[config.mk]
export PLATFORM = sky130hd
export DESIGN_NAME = instruction_word_decoder_core
export DESIGN_NICKNAME = d
export VERILOG_FILES = /design/src/hdl/iwd_pkg.sv /design/src/hdl/iwd_decode.sv /design/src/hdl/instruction_word_decoder_core.sv
export SDC_FILE = /design/constraint.sdc
export NUM_CORES = 1
export LEC_CHECK = 0
export BUFFER_PORTS_ARGS = -buffer_cell sky130_fd_sc_hd__buf_2
export CAP_MARGIN = 15
export CORE_MARGIN = 8
export CORE_UTILIZATION = 58
export CTS_CLUSTER_DIAMETER = 30
export CTS_CLUSTER_SIZE = 25
export DETAILED_ROUTE_END_ITERATION = 7
export GPL_TIMING_DRIVEN = 1
export HOLD_SLACK_MARGIN = 0.1
export PLACE_DENSITY_LB_ADDON = 0.15
export SLEW_MARGIN = 20
export SYNTH_ARGS = -nofsm -noshare
export SYNTH_HDL_FRONTEND = slang
export SYNTH_SLANG_ARGS = --single-unit
export TNS_END_PERCENT = 1
[constraint.sdc]
create_clock -name clk -period 12.4 [get_ports clk]
set_clock_uncertainty 0.05 [all_clocks]
set_input_delay 2.48 -clock clk [delete_from_list [all_inputs] [get_ports clk]]
set_output_delay 2.48 -clock clk [all_outputs]
set_load 0.02 [all_outputs]
[src/hdl/iwd_pkg.sv]
`timescale 1ns / 1ps
`default_nettype none
// ----------------------------------------------------------------------------
// iwd_pkg
// Shared types, opcode table and helper functions for the instruction word
// decoder.
// ----------------------------------------------------------------------------
package iwd_pkg;

  localparam int NUM_INSN = 69;
  localparam logic [6:0] INSN_UNKNOWN = 7'd69;

  // instruction format classes
  typedef enum logic [3:0] {
    FM_NONE,
    FM_REG,
    FM_REGIMM,
    FM_IMM,
    FM_SINGLE,
    FM_SHIFT,
    FM_REL,
    FM_CRU,
    FM_SRCREG,
    FM_SRCCNT,
    FM_TWO
  } form_t;

  // control flow classes
  typedef enum logic [2:0] {
    FLOW_NONE,
    FLOW_HALT,
    FLOW_RETURN,
    FLOW_ICALL,
    FLOW_JUMP,
    FLOW_CALL,
    FLOW_CJUMP
  } flow_t;

  // addressing mode code that takes an extension word
  localparam logic [1:0] MODE_INDEXED = 2'd2;

  // special opcodes and flow masks
  localparam logic [15:0] OP_IDLE_HALT = 16'h0340;
  localparam logic [15:0] OP_RETURN    = 16'h0380;
  localparam logic [15:0] MASK_SINGLE  = 16'hFFC0;
  localparam logic [15:0] MASK_SRCREG  = 16'hFC00;
  localparam logic [15:0] MASK_BYTE    = 16'hFF00;
  localparam logic [15:0] MASK_TOP     = 16'hF000;
  localparam logic [15:0] OP_BLWP      = 16'h0400;
  localparam logic [15:0] OP_B         = 16'h0440;
  localparam logic [15:0] OP_BL        = 16'h0680;
  localparam logic [15:0] OP_XOP       = 16'h2C00;
  localparam logic [15:0] OP_JMP       = 16'h1000;
  localparam logic [3:0]  CRU_GROUP    = 4'hD;

  typedef struct packed {
    logic [15:0] mask;
    logic [15:0] match;
    form_t       form;
  } entry_t;

  typedef struct packed {
    logic [6:0] id;
    form_t      form;
  } lookup_t;

  // decoded record
  typedef struct packed {
    logic [6:0]  insn_id;
    logic [1:0]  src_mode;
    logic [3:0]  src_reg;
    logic [1:0]  dst_mode;
    logic [3:0]  dst_reg;
    logic [4:0]  count;
    logic [15:0] first_ext;
    logic [15:0] second_ext;
    logic [7:0]  byte_field;
    logic [15:0] jump_target;
    flow_t       flow_class;
    logic [1:0]  length_words;
  } rec_t;

  // opcode table, first match in table order wins
  localparam entry_t OPTABLE [NUM_INSN] = '{
    '{16'hFFE0, 16'h0200, FM_REGIMM}, '{16'hFFE0, 16'h0220, FM_REGIMM},
    '{16'hFFE0, 16'h0240, FM_REGIMM}, '{16'hFFE0, 16'h0260, FM_REGIMM},
    '{16'hFFE0, 16'h0280, FM_REGIMM}, '{16'hFFE0, 16'h02A0, FM_REG},
    '{16'hFFE0, 16'h02C0, FM_REG},    '{16'hFFFF, 16'h02E0, FM_IMM},
    '{16'hFFFF, 16'h0300, FM_IMM},    '{16'hFFFF, 16'h0340, FM_NONE},
    '{16'hFFFF, 16'h0360, FM_NONE},   '{16'hFFFF, 16'h0380, FM_NONE},
    '{16'hFFFF, 16'h03A0, FM_NONE},   '{16'hFFFF, 16'h03C0, FM_NONE},
    '{16'hFFFF, 16'h03E0, FM_NONE},
    '{16'hFFC0, 16'h0400, FM_SINGLE}, '{16'hFFC0, 16'h0440, FM_SINGLE},
    '{16'hFFC0, 16'h0480, FM_SINGLE}, '{16'hFFC0, 16'h04C0, FM_SINGLE},
    '{16'hFFC0, 16'h0500, FM_SINGLE}, '{16'hFFC0, 16'h0540, FM_SINGLE},
    '{16'hFFC0, 16'h0580, FM_SINGLE}, '{16'hFFC0, 16'h05C0, FM_SINGLE},
    '{16'hFFC0, 16'h0600, FM_SINGLE}, '{16'hFFC0, 16'h0640, FM_SINGLE},
    '{16'hFFC0, 16'h0680, FM_SINGLE}, '{16'hFFC0, 16'h06C0, FM_SINGLE},
    '{16'hFFC0, 16'h0700, FM_SINGLE}, '{16'hFFC0, 16'h0740, FM_SINGLE},
    '{16'hFF00, 16'h0800, FM_SHIFT},  '{16'hFF00, 16'h0900, FM_SHIFT},
    '{16'hFF00, 16'h0A00, FM_SHIFT},  '{16'hFF00, 16'h0B00, FM_SHIFT},
    '{16'hFF00, 16'h1000, FM_REL},    '{16'hFF00, 16'h1100, FM_REL},
    '{16'hFF00, 16'h1200, FM_REL},    '{16'hFF00, 16'h1300, FM_REL},
    '{16'hFF00, 16'h1400, FM_REL},    '{16'hFF00, 16'h1500, FM_REL},
    '{16'hFF00, 16'h1600, FM_REL},    '{16'hFF00, 16'h1700, FM_REL},
    '{16'hFF00, 16'h1800, FM_REL},    '{16'hFF00, 16'h1900, FM_REL},
    '{16'hFF00, 16'h1A00, FM_REL},    '{16'hFF00, 16'h1B00, FM_REL},
    '{16'hFF00, 16'h1C00, FM_REL},
    '{16'hFF00, 16'h1D00, FM_CRU},    '{16'hFF00, 16'h1E00, FM_CRU},
    '{16'hFF00, 16'h1F00, FM_CRU},
    '{16'hFC00, 16'h2000, FM_SRCREG}, '{16'hFC00, 16'h2400, FM_SRCREG},
    '{16'hFC00, 16'h2800, FM_SRCREG}, '{16'hFC00, 16'h2C00, FM_SRCREG},
    '{16'hFC00, 16'h3000, FM_SRCCNT}, '{16'hFC00, 16'h3400, FM_SRCCNT},
    '{16'hFC00, 16'h3800, FM_SRCREG}, '{16'hFC00, 16'h3C00, FM_SRCREG},
    '{16'hF000, 16'h4000, FM_TWO},    '{16'hF000, 16'h5000, FM_TWO},
    '{16'hF000, 16'h6000, FM_TWO},    '{16'hF000, 16'h7000, FM_TWO},
    '{16'hF000, 16'h8000, FM_TWO},    '{16'hF000, 16'h9000, FM_TWO},
    '{16'hF000, 16'hA000, FM_TWO},    '{16'hF000, 16'hB000, FM_TWO},
    '{16'hF000, 16'hC000, FM_TWO},    '{16'hF000, 16'hD000, FM_TWO},
    '{16'hF000, 16'hE000, FM_TWO},    '{16'hF000, 16'hF000, FM_TWO}
  };

  // parallel compare against every entry, lowest index wins
  function automatic lookup_t insn_lookup(input logic [15:0] op);
    lookup_t res;
    res.id   = INSN_UNKNOWN;
    res.form = FM_NONE;
    for (int i = NUM_INSN - 1; i >= 0; i--) begin
      if ((op & OPTABLE[i].mask) == OPTABLE[i].match) begin
        res.id   = 7'(i);
        res.form = OPTABLE[i].form;
      end
    end
    return res;
  endfunction

  // forms that carry a general source operand in bits 5..0
  function automatic logic has_src_mode(input form_t fm);
    return (fm == FM_SINGLE) || (fm == FM_SRCREG) || (fm == FM_SRCCNT) ||
           (fm == FM_TWO);
  endfunction

endpackage
`default_nettype wire

[src/hdl/iwd_decode.sv]
`timescale 1ns / 1ps
`default_nettype none
// ----------------------------------------------------------------------------
// iwd_decode
// Opcode table match and field extraction for one instruction; also reports
// which extension words the opcode asks for.
// ----------------------------------------------------------------------------
module iwd_decode
  import iwd_pkg::*;
(
  input  logic [15:0] op,
  input  logic [15:0] op_addr,
  input  logic [15:0] first_ext,
  input  logic [15:0] second_ext,
  input  logic [1:0]  length_words,
  output logic        need_src,
  output logic        need_dst,
  output rec_t        rec
);

  lookup_t    lk;
  logic       known;
  logic [3:0] cnt_field;
  logic [15:0] disp2;

  assign lk        = insn_lookup(op);
  assign known     = (lk.id != INSN_UNKNOWN);
  assign cnt_field = op[9:6];
  // signed displacement in words, scaled to bytes
  assign disp2     = {{7{op[7]}}, op[7:0], 1'b0};

  // extension word roles
  assign need_src = (lk.form == FM_REGIMM) || (lk.form == FM_IMM) ||
                    (has_src_mode(lk.form) && (op[5:4] == MODE_INDEXED));
  assign need_dst = (lk.form == FM_TWO) && (op[11:10] == MODE_INDEXED);

  // field extraction
  always_comb begin
    rec              = '0;
    rec.insn_id      = lk.id;
    rec.length_words = length_words;
    if (known) begin
      if (has_src_mode(lk.form)) begin
        rec.src_mode = op[5:4];
        rec.src_reg  = op[3:0];
      end
      if ((lk.form == FM_REG) || (lk.form == FM_REGIMM) || (lk.form == FM_SHIFT)) begin
        rec.src_reg = op[3:0];
      end
      if ((lk.form == FM_SRCREG) || (lk.form == FM_SRCCNT) || (lk.form == FM_TWO)) begin
        rec.dst_reg = op[9:6];
      end
      if (lk.form == FM_TWO) begin
        rec.dst_mode = op[11:10];
      end
      if (lk.form == FM_SHIFT) begin
        rec.count = {1'b0, op[7:4]};
      end
      if (lk.form == FM_SRCCNT) begin
        rec.count = (cnt_field == 4'd0) ? 5'd16 : {1'b0, cnt_field};
      end
      rec.first_ext  = first_ext;
      rec.second_ext = second_ext;
      if ((lk.form == FM_REL) || (lk.form == FM_CRU)) begin
        rec.byte_field = op[7:0];
      end
      if (lk.form == FM_REL) begin
        rec.jump_target = op_addr + 16'd2 + disp2;
      end
      // flow class, order decides
      priority if (op == OP_IDLE_HALT) begin
        rec.flow_class = FLOW_HALT;
      end else if (op == OP_RETURN) begin
        rec.flow_class = FLOW_RETURN;
      end else if (((op & MASK_SINGLE) == OP_BLWP) || ((op & MASK_SRCREG) == OP_XOP)) begin
        rec.flow_class = FLOW_ICALL;
      end else if ((op & MASK_SINGLE) == OP_B) begin
        rec.flow_class = FLOW_JUMP;
      end else if ((op & MASK_SINGLE) == OP_BL) begin
        rec.flow_class = FLOW_CALL;
      end else if ((op & MASK_BYTE) == OP_JMP) begin
        rec.flow_class = FLOW_JUMP;
      end else if (((op & MASK_TOP) == OP_JMP) && (op[11:8] < CRU_GROUP)) begin
        rec.flow_class = FLOW_CJUMP;
      end else begin
        rec.flow_class = FLOW_NONE;
      end
    end
  end

endmodule
`default_nettype wire

[src/hdl/instruction_word_decoder_core.sv]
`timescale 1ns / 1ps
`default_nettype none
// ----------------------------------------------------------------------------
// instruction_word_decoder_core
// Decodes a stream of program words into one record per instruction.
// ----------------------------------------------------------------------------
// Program words enter one per cycle, while in_ready is high, with their byte
// address. Each word lands in an input register; from there it is either
// taken as an opcode, matched against the opcode table, or taken as an
// immediate or extension word of the opcode held from earlier. A record goes
// to the output register when the last word of an instruction leaves the
// input register. The block takes one word per cycle unless the output
// stalls; the figure is set by the single table compare between the input
// register and the result register. The output register only blocks input
// when a record is waiting and out_ready is low.
// ----------------------------------------------------------------------------
module instruction_word_decoder_core
  import iwd_pkg::*;
(
  input  logic        clk,
  input  logic        rst_n,
  input  logic        in_valid,
  output logic        in_ready,
  input  logic [15:0] in_word,
  input  logic [15:0] in_word_addr,
  output logic        out_valid,
  input  logic        out_ready,
  output logic [6:0]  out_insn_id,
  output logic [1:0]  out_src_mode,
  output logic [3:0]  out_src_reg,
  output logic [1:0]  out_dst_mode,
  output logic [3:0]  out_dst_reg,
  output logic [4:0]  out_count,
  output logic [15:0] out_first_ext,
  output logic [15:0] out_second_ext,
  output logic [7:0]  out_byte_field,
  output logic [15:0] out_jump_target,
  output logic [2:0]  out_flow_class,
  output logic [1:0]  out_length_words
);

  // input register
  logic        s1_valid_r, s1_valid_nxt;
  logic [15:0] s1_word_r;
  logic [15:0] s1_addr_r;

  // instruction assembly state
  logic [1:0]  need_r, need_nxt;
  logic        seen_r, seen_nxt;
  logic        pend_src_r, pend_src_nxt;
  logic        pend_dst_r, pend_dst_nxt;
  logic [15:0] pend_op_r, pend_op_nxt;
  logic [15:0] pend_addr_r, pend_addr_nxt;
  logic [15:0] held_r, held_nxt;

  // output register
  logic        out_valid_r, out_valid_nxt;
  rec_t        out_rec_r, out_rec_nxt;

  logic        out_free;
  logic        s2_fire;
  logic        emit;
  logic [15:0] dec_op, dec_addr, dec_first, dec_second;
  logic [1:0]  dec_len;
  logic        dec_src, dec_dst;
  logic [15:0] e0, e1;
  rec_t        dec_rec;

  assign out_free = !out_valid_r || out_ready;
  assign s2_fire  = s1_valid_r && out_free;
  assign in_ready = !s1_valid_r || out_free;

  // input register load
  always_comb begin
    s1_valid_nxt = s1_valid_r;
    if (in_valid && in_ready) begin
      s1_valid_nxt = 1'b1;
    end else if (s2_fire) begin
      s1_valid_nxt = 1'b0;
    end
  end

  always_ff @(posedge clk) begin
    if (in_valid && in_ready) begin
      s1_word_r <= in_word;
      s1_addr_r <= in_word_addr;
    end
  end

  // extension words in arrival order
  assign e0 = seen_r ? held_r : s1_word_r;
  assign e1 = seen_r ? s1_word_r : 16'd0;

  // decoder operand selection
  always_comb begin
    dec_op     = s1_word_r;
    dec_addr   = s1_addr_r;
    dec_first  = 16'd0;
    dec_second = 16'd0;
    dec_len    = 2'd1;
    if (need_r != 2'd0) begin
      dec_op   = pend_op_r;
      dec_addr = pend_addr_r;
      if (pend_src_r && pend_dst_r) begin
        dec_first  = e0;
        dec_second = e1;
        dec_len    = 2'd3;
      end else if (pend_src_r) begin
        dec_first = e0;
        dec_len   = 2'd2;
      end else begin
        dec_second = e0;
        dec_len    = 2'd2;
      end
    end
  end

  iwd_decode u_decode (
    .op           (dec_op),
    .op_addr      (dec_addr),
    .first_ext    (dec_first),
    .second_ext   (dec_second),
    .length_words (dec_len),
    .need_src     (dec_src),
    .need_dst     (dec_dst),
    .rec          (dec_rec)
  );

  // word sequencing
  always_comb begin
    need_nxt      = need_r;
    seen_nxt      = seen_r;
    pend_src_nxt  = pend_src_r;
    pend_dst_nxt  = pend_dst_r;
    pend_op_nxt   = pend_op_r;
    pend_addr_nxt = pend_addr_r;
    held_nxt      = held_r;
    emit          = 1'b0;
    if (s2_fire) begin
      unique case (need_r)
        2'd0: begin
          if (!dec_src && !dec_dst) begin
            emit = 1'b1;
          end else begin
            pend_op_nxt   = s1_word_r;
            pend_addr_nxt = s1_addr_r;
            pend_src_nxt  = dec_src;
            pend_dst_nxt  = dec_dst;
            seen_nxt      = 1'b0;
            held_nxt      = 16'd0;
            need_nxt      = {1'b0, dec_src} + {1'b0, dec_dst};
          end
        end
        2'd1: begin
          emit     = 1'b1;
          need_nxt = 2'd0;
          seen_nxt = 1'b0;
          held_nxt = 16'd0;
        end
        default: begin
          held_nxt = s1_word_r;
          seen_nxt = 1'b1;
          need_nxt = 2'd1;
        end
      endcase
    end
  end

  // output register load
  always_comb begin
    out_valid_nxt = out_valid_r;
    out_rec_nxt   = out_rec_r;
    if (emit) begin
      out_valid_nxt = 1'b1;
      out_rec_nxt   = dec_rec;
    end else if (out_ready) begin
      out_valid_nxt = 1'b0;
    end
  end

  always_ff @(posedge clk) begin
    if (!rst_n) begin
      s1_valid_r  <= 1'b0;
      need_r      <= 2'd0;
      seen_r      <= 1'b0;
      pend_src_r  <= 1'b0;
      pend_dst_r  <= 1'b0;
      pend_op_r   <= 16'd0;
      pend_addr_r <= 16'd0;
      held_r      <= 16'd0;
      out_valid_r <= 1'b0;
    end else begin
      s1_valid_r  <= s1_valid_nxt;
      need_r      <= need_nxt;
      seen_r      <= seen_nxt;
      pend_src_r  <= pend_src_nxt;
      pend_dst_r  <= pend_dst_nxt;
      pend_op_r   <= pend_op_nxt;
      pend_addr_r <= pend_addr_nxt;
      held_r      <= held_nxt;
      out_valid_r <= out_valid_nxt;
    end
  end

  always_ff @(posedge clk) begin
    out_rec_r <= out_rec_nxt;
  end

  // result ports
  assign out_valid        = out_valid_r;
  assign out_insn_id      = out_rec_r.insn_id;
  assign out_src_mode     = out_rec_r.src_mode;
  assign out_src_reg      = out_rec_r.src_reg;
  assign out_dst_mode     = out_rec_r.dst_mode;
  assign out_dst_reg      = out_rec_r.dst_reg;
  assign out_count        = out_rec_r.count;
  assign out_first_ext    = out_rec_r.first_ext;
  assign out_second_ext   = out_rec_r.second_ext;
  assign out_byte_field   = out_rec_r.byte_field;
  assign out_jump_target  = out_rec_r.jump_target;
  assign out_flow_class   = out_rec_r.flow_class;
  assign out_length_words = out_rec_r.length_words;

endmodule
`default_nettype wire

==> results of run 1 <==
## final cells by class
type	count	area, µm²
inverters	19	73.82
clock inverters	14	177.7
repair buffers	131	681.9
multi-input cells	604	4079
flip-flops and latches	172	4614
clock buffers	18	429.2
well taps	188	235.2
fillers	1176	4911
## layout by cell type, fill, tap and decap left out, types with 8 or more instances in the layout
master	synthesis	final
a21boi_0	51	51
a21o_1	10	10
a21oi_1	17	17
a22oi_1	22	22
buf_2	7	122
buf_4	1	8
clkbuf_16	0	17
dfxtp_1	55	55
edfxtp_1	117	117
ha_1	29	29
inv_1	16	16
mux2i_1	30	30
nand2_1	158	158
nand3_1	30	30
nor2_1	44	44
nor3_1	17	15
nor3_2	30	32
o21ai_0	13	13
xnor2_1	8	8
## synth_stat cells (all sizes together) (8+ instances only)
cell type and instances:
a21boi 53, a21o 10, a21oi 19, a22oi 23, a31oi 9, buf 23
clkbuf 36, dfxtp 55, edfxtp 117, ha 29, inv 19, mux2i 31
nand2 158, nand3 30, nor2 46, nor3 48, o21ai 20, xnor2 8
## per-stage QoR
step / hold slack (ns) / util [%] / power (mW) / worst slack, ns / cell area [µm²]
2_1_floorplan: 0.3928 / - / 0.8867 / 3.037 / 9044
3_3_place_gp: 0.4018 / 63.63 / 0.9523 / 6.737 / 9673
3_5_place_dp: 0.4119 / 63.63 / 0.9578 / 6.487 / 9673
4_1_cts: 0.4220 / 67.62 / 1.490 / 6.409 / 10280
5_1_grt: 0.4451 / 67.70 / 1.536 / 6.099 / 10290
6_report: 0.4183 / 67.70 / 1.487 / 6.412 / 10290
## worst max-delay path by stage
| stage | endpoint | slack [ns] | from |
|---|---|---|---|
| after floorplan | out_byte_field[0]$_SDFFCE_PN0P_ | 3.04 | out_ready |
| after global placement | pend_addr_r[7]$_SDFFE_PN0P_ | 6.74 | need_r[0]$_SDFFE_PN0P_ |
| after detailed placement | pend_addr_r[10]$_SDFFE_PN0P_ | 6.49 | need_r[0]$_SDFFE_PN0P_ |
| after CTS | pend_addr_r[5]$_SDFFE_PN0P_ | 6.41 | need_r[0]$_SDFFE_PN0P_ |
| after global routing | held_r[11]$_SDFFE_PN0P_ | 6.10 | need_r[0]$_SDFFE_PN0P_ |
| final | pend_addr_r[8]$_SDFFE_PN0P_ | 6.41 | need_r[0]$_SDFFE_PN0P_ |
## cell families (layout without fill, tap and decap cells)
kind of cell | count (synthesis) | in the layout
buffers and inverters | 78 | 182
AO/OA/AOI/OAI | 190 | 190
multiplexers | 33 | 33
AND/OR/NAND/NOR | 336 | 336
XOR/XNOR | 15 | 15
flip-flops | 172 | 172
adder cells (fa/ha/maj) | 30 | 30
## where the power goes
group | switching [mW] | internal (mW)
clock | 0.250 | 0.289
sequential | 0.0203 | 0.648
combinational | 0.183 | 0.0970
total | 0.454 | 1.03
## routing by layer
layer	part of all wire, %	up-vias	global-route usage, %
met5	0	-	0
met4	3.5	0	10.01
met3	5.5	62	4.524
met2	50	295	40.16
met1	41	3492	28.20
li1	-	3312	-
## worst max-delay path, cell delays in order (launching register included)
cell and delay (ns):
dfxtp_1 0.61, nor2_4 0.85, buf_4 0.54, inv_4 0.27
a31oi_1 0.80, o2bb2ai_1 0.21, a32oi_1 0.30, a21boi_2 0.25
or3b_1 0.40, and2_1 0.17, ha_1 0.26, or3_2 0.81
nand2_1 0.18, a21boi_0 0.11
==> results.txt, run 1 <==
Status: completed
Mapped Nets: 920
Post-route minimum period: 5.988 ns
#FFs+latches synth: 172
Vias per cell: 6.249
Xor and xnor area share after synthesis: 1.453%
Layout cells sized above 1: 23.49%
Drt first pass iters: 8
WS Path Type: reg -> reg
Postcts setup bufs: 0
Final setup viols: 0
Worst hold path endpoint: pend_addr_r[6]$_SDFFE_PN0P_
Area leader, netlist: edfxtp_1
Terminus of the critical flop-to-flop path: pend_addr_r[8]$_SDFFE_PN0P_
Post-synthesis compound-gate area fraction: 16.01%
Io pins: 123
Average size of a mapped cell: 10.59 µm²
Synthesized-area fraction occupied by adder cells: 4.234%
PwrDens: 144.5 nW/µm²
GPL Wtd Cong: 0.9097
Fin nets: 1011
DRC Markers: 0
Final hold vios: 0
Routed Antenna Nets: 0
Pleak: 3.915 nW
Seq/Total Area, Yosys: 51.02%
Largest net degree at the start of global routing: 87
PortBufs: 122
WL per Instance: 20.84 µm
Die span in y: 140.9 µm
Area of the core: 15200 µm²
Vias in the first global route: 6957
Asr flop ratio synth: 0%
Total grt overflow: 0
CTS Hold Bufs: 0
Slew HR: 24.29%
Initial DRC Count: 689
Max Cap Violations: 0
Die ar.: 19840 µm²
Total track usage: 23.40%
Clock sinks: 172
Cell Area, Synth: 9044 µm²
Worst-Skew Late Latency: 0.44 ns
Placed cells: 1114
First-pass GRT wire length: 37010 µm
Detailed Place HPWL: 16610 µm
Worst R2R Path Depth: 13
Type of origin of the critical path: flip-flop
CTS tree: yes
Worst Path Arrival: 6.25 ns
Ys flop type: edfxtp_1
Unrepaired setup endpoints after global routing: no
Final non-filler cell total: 1146
EDFF count, synth: 117
Maximum vdd drop: 0.1142 mV
Clk slew on worst S/H paths: 0.07 ns
Worst R2R Start: need_r[0]$_SDFFE_PN0P_
Resized Gates After CTS: 0
Reg-to-reg setup timing slack: 6.41 ns
Worst-path fanout max: 34
Setup TNS: 0 ns
Initial antenna violation count: 0
Effective utilization at floorplan: 59.49%
Fin crit share: 48.29%
Ant. Diodes: 0
Worst Hold Path Cells: 2
Detailed-route via count: 7161
Fmax: 167.0 MHz
Cells after synthesis: 854
Die width: 140.9 µm
Routed wire length: 23880 µm
Simple-gate area share of the yosys netlist: 19.49%
Area Growth Syn to Fin: 13.79%
Top-area cell type share of the netlist area: 38.85%
Worst Tran Pin Value: 1.134 ns
Hold Path Class: reg -> reg
Largest family of logic cells by synthesized area: simple AND/OR/NAND/NOR gates
CP required: 12.66 ns
CP Capture Type: flip-flop
Yosys warnings: 0
Worst min-delay path startpoint: pend_addr_r[6]$_SDFFE_PN0P_
Netlist cell types: 90
H-tree levels: 4
Multiplexer share of the synthesized area: 3.722%
CTS buffer count: 17
# rows: 45
Area contributors post-synth: edfxtp_1 (39%), dfxtp_1 (12%), nand2_1 (6.6%), a21boi_0 (4.2%), ha_1 (4.0%)
Pins Over Slew Limit: 0
Root buffer cell: clkbuf_16
Clock Path Buffers: 2
Power figures use the tool's default switching activity.
==> run 2: changes to the inputs <==
--- a/config.mk
+++ b/config.mk
@@ -5,6 +5,7 @@
 export SDC_FILE = /design/constraint.sdc
 export NUM_CORES = 1
 export LEC_CHECK = 0
+export ABC_AREA = 1
 export BUFFER_PORTS_ARGS = -buffer_cell sky130_fd_sc_hd__buf_2
 export CAP_MARGIN = 15
 export CORE_MARGIN = 8
==> constraint.sdc (replaced) <==
create_clock -name clk -period 6.1 [get_ports clk]
set_clock_uncertainty 0.05 [all_clocks]
set_input_delay 1.22 -clock clk [delete_from_list [all_inputs] [get_ports clk]]
set_output_delay 1.22 -clock clk [all_outputs]
set_load 0.02 [all_outputs]
==> run 2 against run 1 <==
  * Wire length fell by 13%
  * Synthesized area fell by 2.5%
  * Global-route usage fell by 1.2 points
  * Via count fell by 2.8%
  * Sequential cell count did not move
  * Critical path depth rose by 8
  * Clock-buffer cell count fell by 1
  * Die area fell by 2.2%
  * Critical path type unchanged
  * Largest cell class unchanged
  * Largest power group unchanged
==> results.txt, run 2 <==
Status: completed
Hold Path Class: reg -> reg
Final non-filler cell total: 1289 (+12%)
WS Path Type: reg -> reg
Core Util, Final: 67.23% (-0.46 points)
Pleak: 4.328 nW (+11%)
CTS tree: yes
Synth cell count leaders: nand2_1 (196), nor2_1 (129), edfxtp_1 (117)
Routed Antenna Nets: 0 (unchanged)
Area Growth Syn to Fin: 14.63%
Clk slew on worst S/H paths: 0.07 ns (about the same)
WL per Instance: 16.18 µm (-22%)
Worst R2R Path Depth: 21 (+8)
CP Capture Type: flip-flop
CP required: 6.32 ns (-6.34 ns)
CTS Hold Bufs: 0 (unchanged)
Ant. Diodes: 0 (unchanged)
Placed cells: 1257 (+13%)
Worst Hold Path Cells: 2 (unchanged)
Count leader, synth: nand2_1
Worst-path fanout max: 22 (-35%)
Cell Area, Synth: 8817 µm² (-2.5%)
Top-area cell type share of the netlist area: 39.85% (+1.0 points)
Clock Path Buffers: 2 (unchanged)
Mapped Nets: 1039 (+13%)
Fin nets: 1154 (+14%)
Area of the core: 15030 µm² (-1.1%)
Crit path to: need_r[0]$_SDFFE_PN0P_
PwrDens: 316.4 nW/µm² (+120%)
Die ar.: 19400 µm² (-2.2%)
Total grt overflow: 0 (unchanged)
Area leader, netlist: edfxtp_1
Post-route minimum period: 4.740 ns (-1.248 ns)
Unrepaired setup endpoints after global routing: no
Largest net degree at the start of global routing: 49 (-44%)
Area contributors post-synth: edfxtp_1 (40%), dfxtp_1 (12%), nand2_1 (8.3%), nor2_1 (5.5%), ha_1 (4.1%)
Dpl ws: 1.444 ns (-5.044 ns)
Postcts setup bufs: 0 (unchanged)
Worst-Skew Late Latency: 0.44 ns (about the same)
GPL Wtd Cong: 0.9394 (+3.3%)
Resized Gates After CTS: 0 (unchanged)
Routed wire length: 20860 µm (-13%)
CP startpoint: need_r[1]$_SDFFE_PN0P_
Setup TNS: 0 ns (unchanged)
EDFF count, synth: 117 (unchanged)
Final hold vios: 0 (unchanged)
PortBufs: 122 (unchanged)
Cell Area, Placed: 9545 µm² (-1.3%)
Fin crit share: 77.70% (+29 points)
Terminus of the critical flop-to-flop path: need_r[0]$_SDFFE_PN0P_
Worst R2R Start: need_r[1]$_SDFFE_PN0P_
Design area: 10110 µm² (-1.8%)
Commonest non-fill, non-tap cells in the layout: nand2_1 (196), nor2_1 (127), buf_2 (122), edfxtp_1 (117), inv_1 (90)
Cells after synthesis: 973 (+14%)
Detailed-route via count: 6957 (-2.8%)
First-pass GRT wire length: 34530 µm (-6.7%)
Vias in the first global route: 6891 (-0.95%)
Maximum vdd drop: 0.2182 mV (+91%)
Initial antenna violation count: 0 (unchanged)
Drt first pass iters: 5 (-3)
Effective utilization at floorplan: 58.65% (-0.84 points)
Ys flop type: edfxtp_1
Die width: 139.3 µm (-1.1%)
Layout cells sized above 1: 23.98% (+0.49 points)
Max Cap Violations: 0 (unchanged)
Fmax: 211.0 MHz (+26%)
DRC Markers: 0 (unchanged)
H-tree levels: 4 (unchanged)
Vias per cell: 5.397 (-14%)
Io pins: 123 (unchanged)
Clock sinks: 172 (unchanged)
Detailed Place HPWL: 14910 µm (-10%)
#FFs+latches synth: 172 (unchanged)
Average size of a mapped cell: 9.062 µm² (-14%)
Slew HR: 30.53% (+6.2 points)
Asr flop ratio synth: 0% (unchanged)
Netlist cell types: 51 (-43%)
WHS: 0.3957 ns (-0.02253 ns)
Commonest non-fill, non-tap cell in the layout: nand2_1
Reg-to-reg setup timing slack: 1.36 ns (-5.05 ns)
Final setup viols: 0 (unchanged)
Type of origin of the critical path: flip-flop
Yosys warnings: 0 (unchanged)
Pins Over Slew Limit: 0 (unchanged)
Worst Tran Pin Value: 1.041 ns (-0.09316 ns)
Root buffer cell: clkbuf_16
# rows: 45 (unchanged)
Total power after layout: 3.198 mW (+120%)
Total track usage: 22.16% (-1.2 points)
Seq/Total Area, Yosys: 52.33% (+1.3 points)
Worst Path Arrival: 4.96 ns (-1.29 ns)
CTS buffer count: 17 (unchanged)
Final worst slack: 1.360 ns (-5.052 ns)
Die span in y: 139.3 µm (-1.1%)
Initial DRC Count: 520 (-25%)
-- run 2: worst min path at each step --
stage	from	endpoint	slack, ns
2_1_floorplan	pend_addr_r[15]$_SDFFE_PN0P_	pend_addr_r[15]$_SDFFE_PN0P_	0.37
3_3_place_gp	pend_addr_r[15]$_SDFFE_PN0P_	pend_addr_r[15]$_SDFFE_PN0P_	0.38
3_5_place_dp	pend_addr_r[15]$_SDFFE_PN0P_	pend_addr_r[15]$_SDFFE_PN0P_	0.39
4_1_cts	pend_addr_r[15]$_SDFFE_PN0P_	pend_addr_r[15]$_SDFFE_PN0P_	0.40
5_1_grt	pend_addr_r[15]$_SDFFE_PN0P_	pend_addr_r[15]$_SDFFE_PN0P_	0.42
6_report	pend_addr_r[15]$_SDFFE_PN0P_	pend_addr_r[15]$_SDFFE_PN0P_	0.40
-- run 2: cells by family after synthesis --
group,count (synthesis),synth area share (%)
buf+inv,143,6.925
simple gates,456,24.15
xor+xnor,10,0.9934
compound gates,162,11.25
flops,172,52.33
fa+ha+maj,30,4.342
-- run 2: layout make-up --
class / count / area (µm²)
clock buffer: 17 / 425.4
clock inverter: 15 / 136.4
fill: 1229 / 4926
tap: 188 / 235.2
inverter: 108 / 410.4
multi-input combinational: 658 / 3607
sequential: 172 / 4614
timing repair buffer: 131 / 678.2
-- run 2: metal layers --
layer / vias to the layer above / share of wire [%] / track usage [%]
met5: - / 0 / 0
met1: 3202 / 45 / 28.39
met4: 0 / 1.7 / 8.377
li1: 3496 / - / -
met2: 227 / 46 / 35.59
met3: 32 / 6.9 / 5.609
-- run 2: worst max-delay path, cell delays in order (launching register included) --
cell,delay [ns]
dfxtp_1,0.32
buf_4,0.26
nor2_4,0.11
buf_4,0.23
o21ai_2,0.57
nor2_2,0.17
nand4_1,0.21
nand2_1,0.08
nor2_1,0.15
nand3b_1,0.11
nor2_2,0.17
nand3_1,0.15
nor2_1,0.19
inv_1,0.07
o21ai_2,0.18
inv_1,0.07
ha_1,0.24
a21oi_1,0.14
buf_4,0.23
clkinv_1,0.45
a211oi_1,0.34
a211oi_1,0.07
-- run 2: power breakdown --
part           total [mW]  leakage (nW)  switching, mW  internal (mW)
clock                1.05         0.276          0.479          0.569
combinational       0.759          2.49          0.524          0.234
sequential           1.39          1.56         0.0379           1.35
==> run 3: changes to the inputs <==
==> constraint.sdc (replaced) <==
create_clock -name clk -period 4.49 [get_ports clk]
set_clock_uncertainty 0.05 [all_clocks]
set_input_delay 0.898 -clock clk [delete_from_list [all_inputs] [get_ports clk]]
set_output_delay 0.898 -clock clk [all_outputs]
set_load 0.02 [all_outputs]
==> run 3 against run 2 <==
  * Global-route usage increased by 0.063 points
  * Largest power group unchanged
  * Worst setup slack worse by 1.1 ns
  * Sequential cell count is the same
  * Wire length rose by 2.1%
  * Highest routed layer unchanged
==> results.txt, run 3 (synthesized netlist as in run 2, its figures left out) <==
Pins Over Slew Limit: 0 (unchanged)
Vias per cell: 5.444 (+0.88%)
Commonest non-fill, non-tap cell in the layout: nand2_1
Root buffer cell: clkbuf_16
Effective utilization at floorplan: 58.65% (unchanged)
Slew HR: 29.45% (-1.1 points)
Fin nets: 1161 (+0.61%)
CP required: 4.74 ns (-1.58 ns)
DRC Markers: 0 (unchanged)
Type of origin of the critical path: flip-flop
WHS: 0.4021 ns (+0.006363 ns)
Area of the core: 15030 µm² (unchanged)
First-pass GRT wire length: 34710 µm (+0.52%)
Drt first pass iters: 6 (+1)
Initial DRC Count: 809 (+56%)
Routed Antenna Nets: 0 (unchanged)
Postcts setup bufs: 0 (unchanged)
Max Cap Violations: 0 (unchanged)
Unrepaired setup endpoints after global routing: yes
Final setup viols: 0 (unchanged)
Status: completed
Clock sinks: 172 (unchanged)
Clk slew on worst S/H paths: 0.07 ns (about the same)
WL per Instance: 16.42 µm (+1.5%)
Fin crit share: 93.50% (+16 points)
Commonest non-fill, non-tap cells in the layout: nand2_1 (196), nor2_1 (127), buf_2 (122), edfxtp_1 (117), inv_1 (90)
Reg-to-reg setup timing slack: 0.29 ns (-1.07 ns)
H-tree levels: 4 (unchanged)
Vias in the first global route: 6817 (-1.1%)
Resized Gates After CTS: 0 (unchanged)
Area Growth Syn to Fin: 16.05%
Clock Path Buffers: 2 (unchanged)
CTS tree: yes
Core Util, Final: 68.06% (+0.83 points)
Cell Area, Placed: 9628 µm² (+0.87%)
CTS Hold Bufs: 0 (unchanged)
Worst Path Arrival: 4.45 ns (-0.51 ns)
Worst-Skew Late Latency: 0.44 ns (about the same)
Seq pwr share: 42.7% (-0.8 points)
Worst Tran Pin Value: 1.057 ns (+0.01619 ns)
PortBufs: 122 (unchanged)
Largest net degree at the start of global routing: 50 (+2.0%)
Fmax: 238.2 MHz (+13%)
Maximum vdd drop: 0.2817 mV (+29%)
Internal: 3.003 mW (+39%)
Comb power frac: 23.8% (about the same)
Net Sw Frac: 32.14% (-0.43 points)
CP Capture Type: flip-flop
Total track usage: 22.23% (+0.063 points)
Hold Path Class: reg -> reg
Detailed Place HPWL: 15370 µm (+3.1%)
Final hold vios: 0 (unchanged)
Post-route minimum period: 4.198 ns (-0.5416 ns)
Worst-path fanout max: 26 (+18%)
Die span in y: 139.3 µm (unchanged)
Setup TNS: 0 ns (unchanged)
WS Path Type: reg -> reg
# rows: 45 (unchanged)
PwrDens: 432.5 nW/µm² (+37%)
Routed wire length: 21290 µm (+2.1%)
Die ar.: 19400 µm² (unchanged)
Clock power frac: 33.4% (+0.6 points)
GPL Wtd Cong: 0.9654 (+2.8%)
Initial antenna violation count: 0 (unchanged)
Pleak: 4.382 nW (+1.2%)
Layout cells sized above 1: 24.64% (+0.66 points)
Detailed-route via count: 7056 (+1.4%)
Io pins: 123 (unchanged)
Design area: 10230 µm² (+1.2%)
CTS buffer count: 17 (unchanged)
Ant. Diodes: 0 (unchanged)
NetSw: 1.422 mW (+37%)
Die width: 139.3 µm (unchanged)
Total grt overflow: 0 (unchanged)
run 3: per-layer routing:
metal	track usage, %	share of wire, %	routed length (µm)	up-vias
met5	0	0	0	-
met4	7.221	1.6	343	0
met3	5.609	7.4	1585	29
met2	35.97	47	9904	275
met1	28.67	44	9452	3261
li1	-	-	-	3491
run 3: worst paths after layout:
path / start / end / depth (start not counted)
worst max-delay path: need_r[1]$_SDFFE_PN0P_ / pend_op_r[8]$_SDFFE_PN0P_ / 26
worst min-delay path: pend_addr_r[15]$_SDFFE_PN0P_ / pend_addr_r[15]$_SDFFE_PN0P_ / 2
worst max register to register: need_r[1]$_SDFFE_PN0P_ / pend_op_r[8]$_SDFFE_PN0P_ / 26
worst min register to register: pend_addr_r[15]$_SDFFE_PN0P_ / pend_addr_r[15]$_SDFFE_PN0P_ / 2
run 3: area by class of cell:
type / count / area, µm²
fillers: 1244 / 4801
flip-flops and latches: 172 / 4614
clock inverters: 15 / 158.9
well taps: 188 / 235.2
clock buffers: 17 / 425.4
repair buffers: 137 / 768.2
multi-input cells: 659 / 3620
inverters: 108 / 410.4
run 3: power groups by stage:
stage | registers [mW] | clock network [mW] | logic, mW
after global placement | 1.92 | 0 | 1.03
after global routing | 1.90 | 1.56 | 1.17
after floorplan | 2.00 | 0 | 0.691
after detailed placement | 1.92 | 0 | 1.04
final | 1.89 | 1.48 | 1.06
after CTS | 1.89 | 1.50 | 1.05
run 3: per-stage QoR:
stage	total power [mW]	setup WS [ns]	instances
6_report	4.425	0.2920	1296
5_1_grt	4.633	-0.08026	1296
4_1_cts	4.443	0.2836	1295
3_5_place_dp	2.965	0.3201	1263
3_3_place_gp	2.952	0.3577	1263
2_1_floorplan	2.688	0.2403	973
run 3: worst max-delay path, cell delays in order, from the launching register on:
cell	delay, ns
dfxtp_1	0.44
buf_6	0.24
inv_2	0.06
nand2_2	0.16
nand2_1	0.09
nand2_2	0.15
nand2_4	0.12
nor2_4	0.19
inv_4	0.07
nor2_2	0.14
inv_2	0.08
nor2_1	0.11
inv_2	0.06
o21ai_0	0.22
nand3b_1	0.17
nor2_2	0.07
nand3_1	0.11
nand2_1	0.07
nand2_1	0.08
nand2_1	0.07
o21ai_2	0.09
inv_1	0.07
ha_1	0.24
nor3_2	0.21
inv_1	0.35
o21ai_0	0.29
a21oi_1	0.06
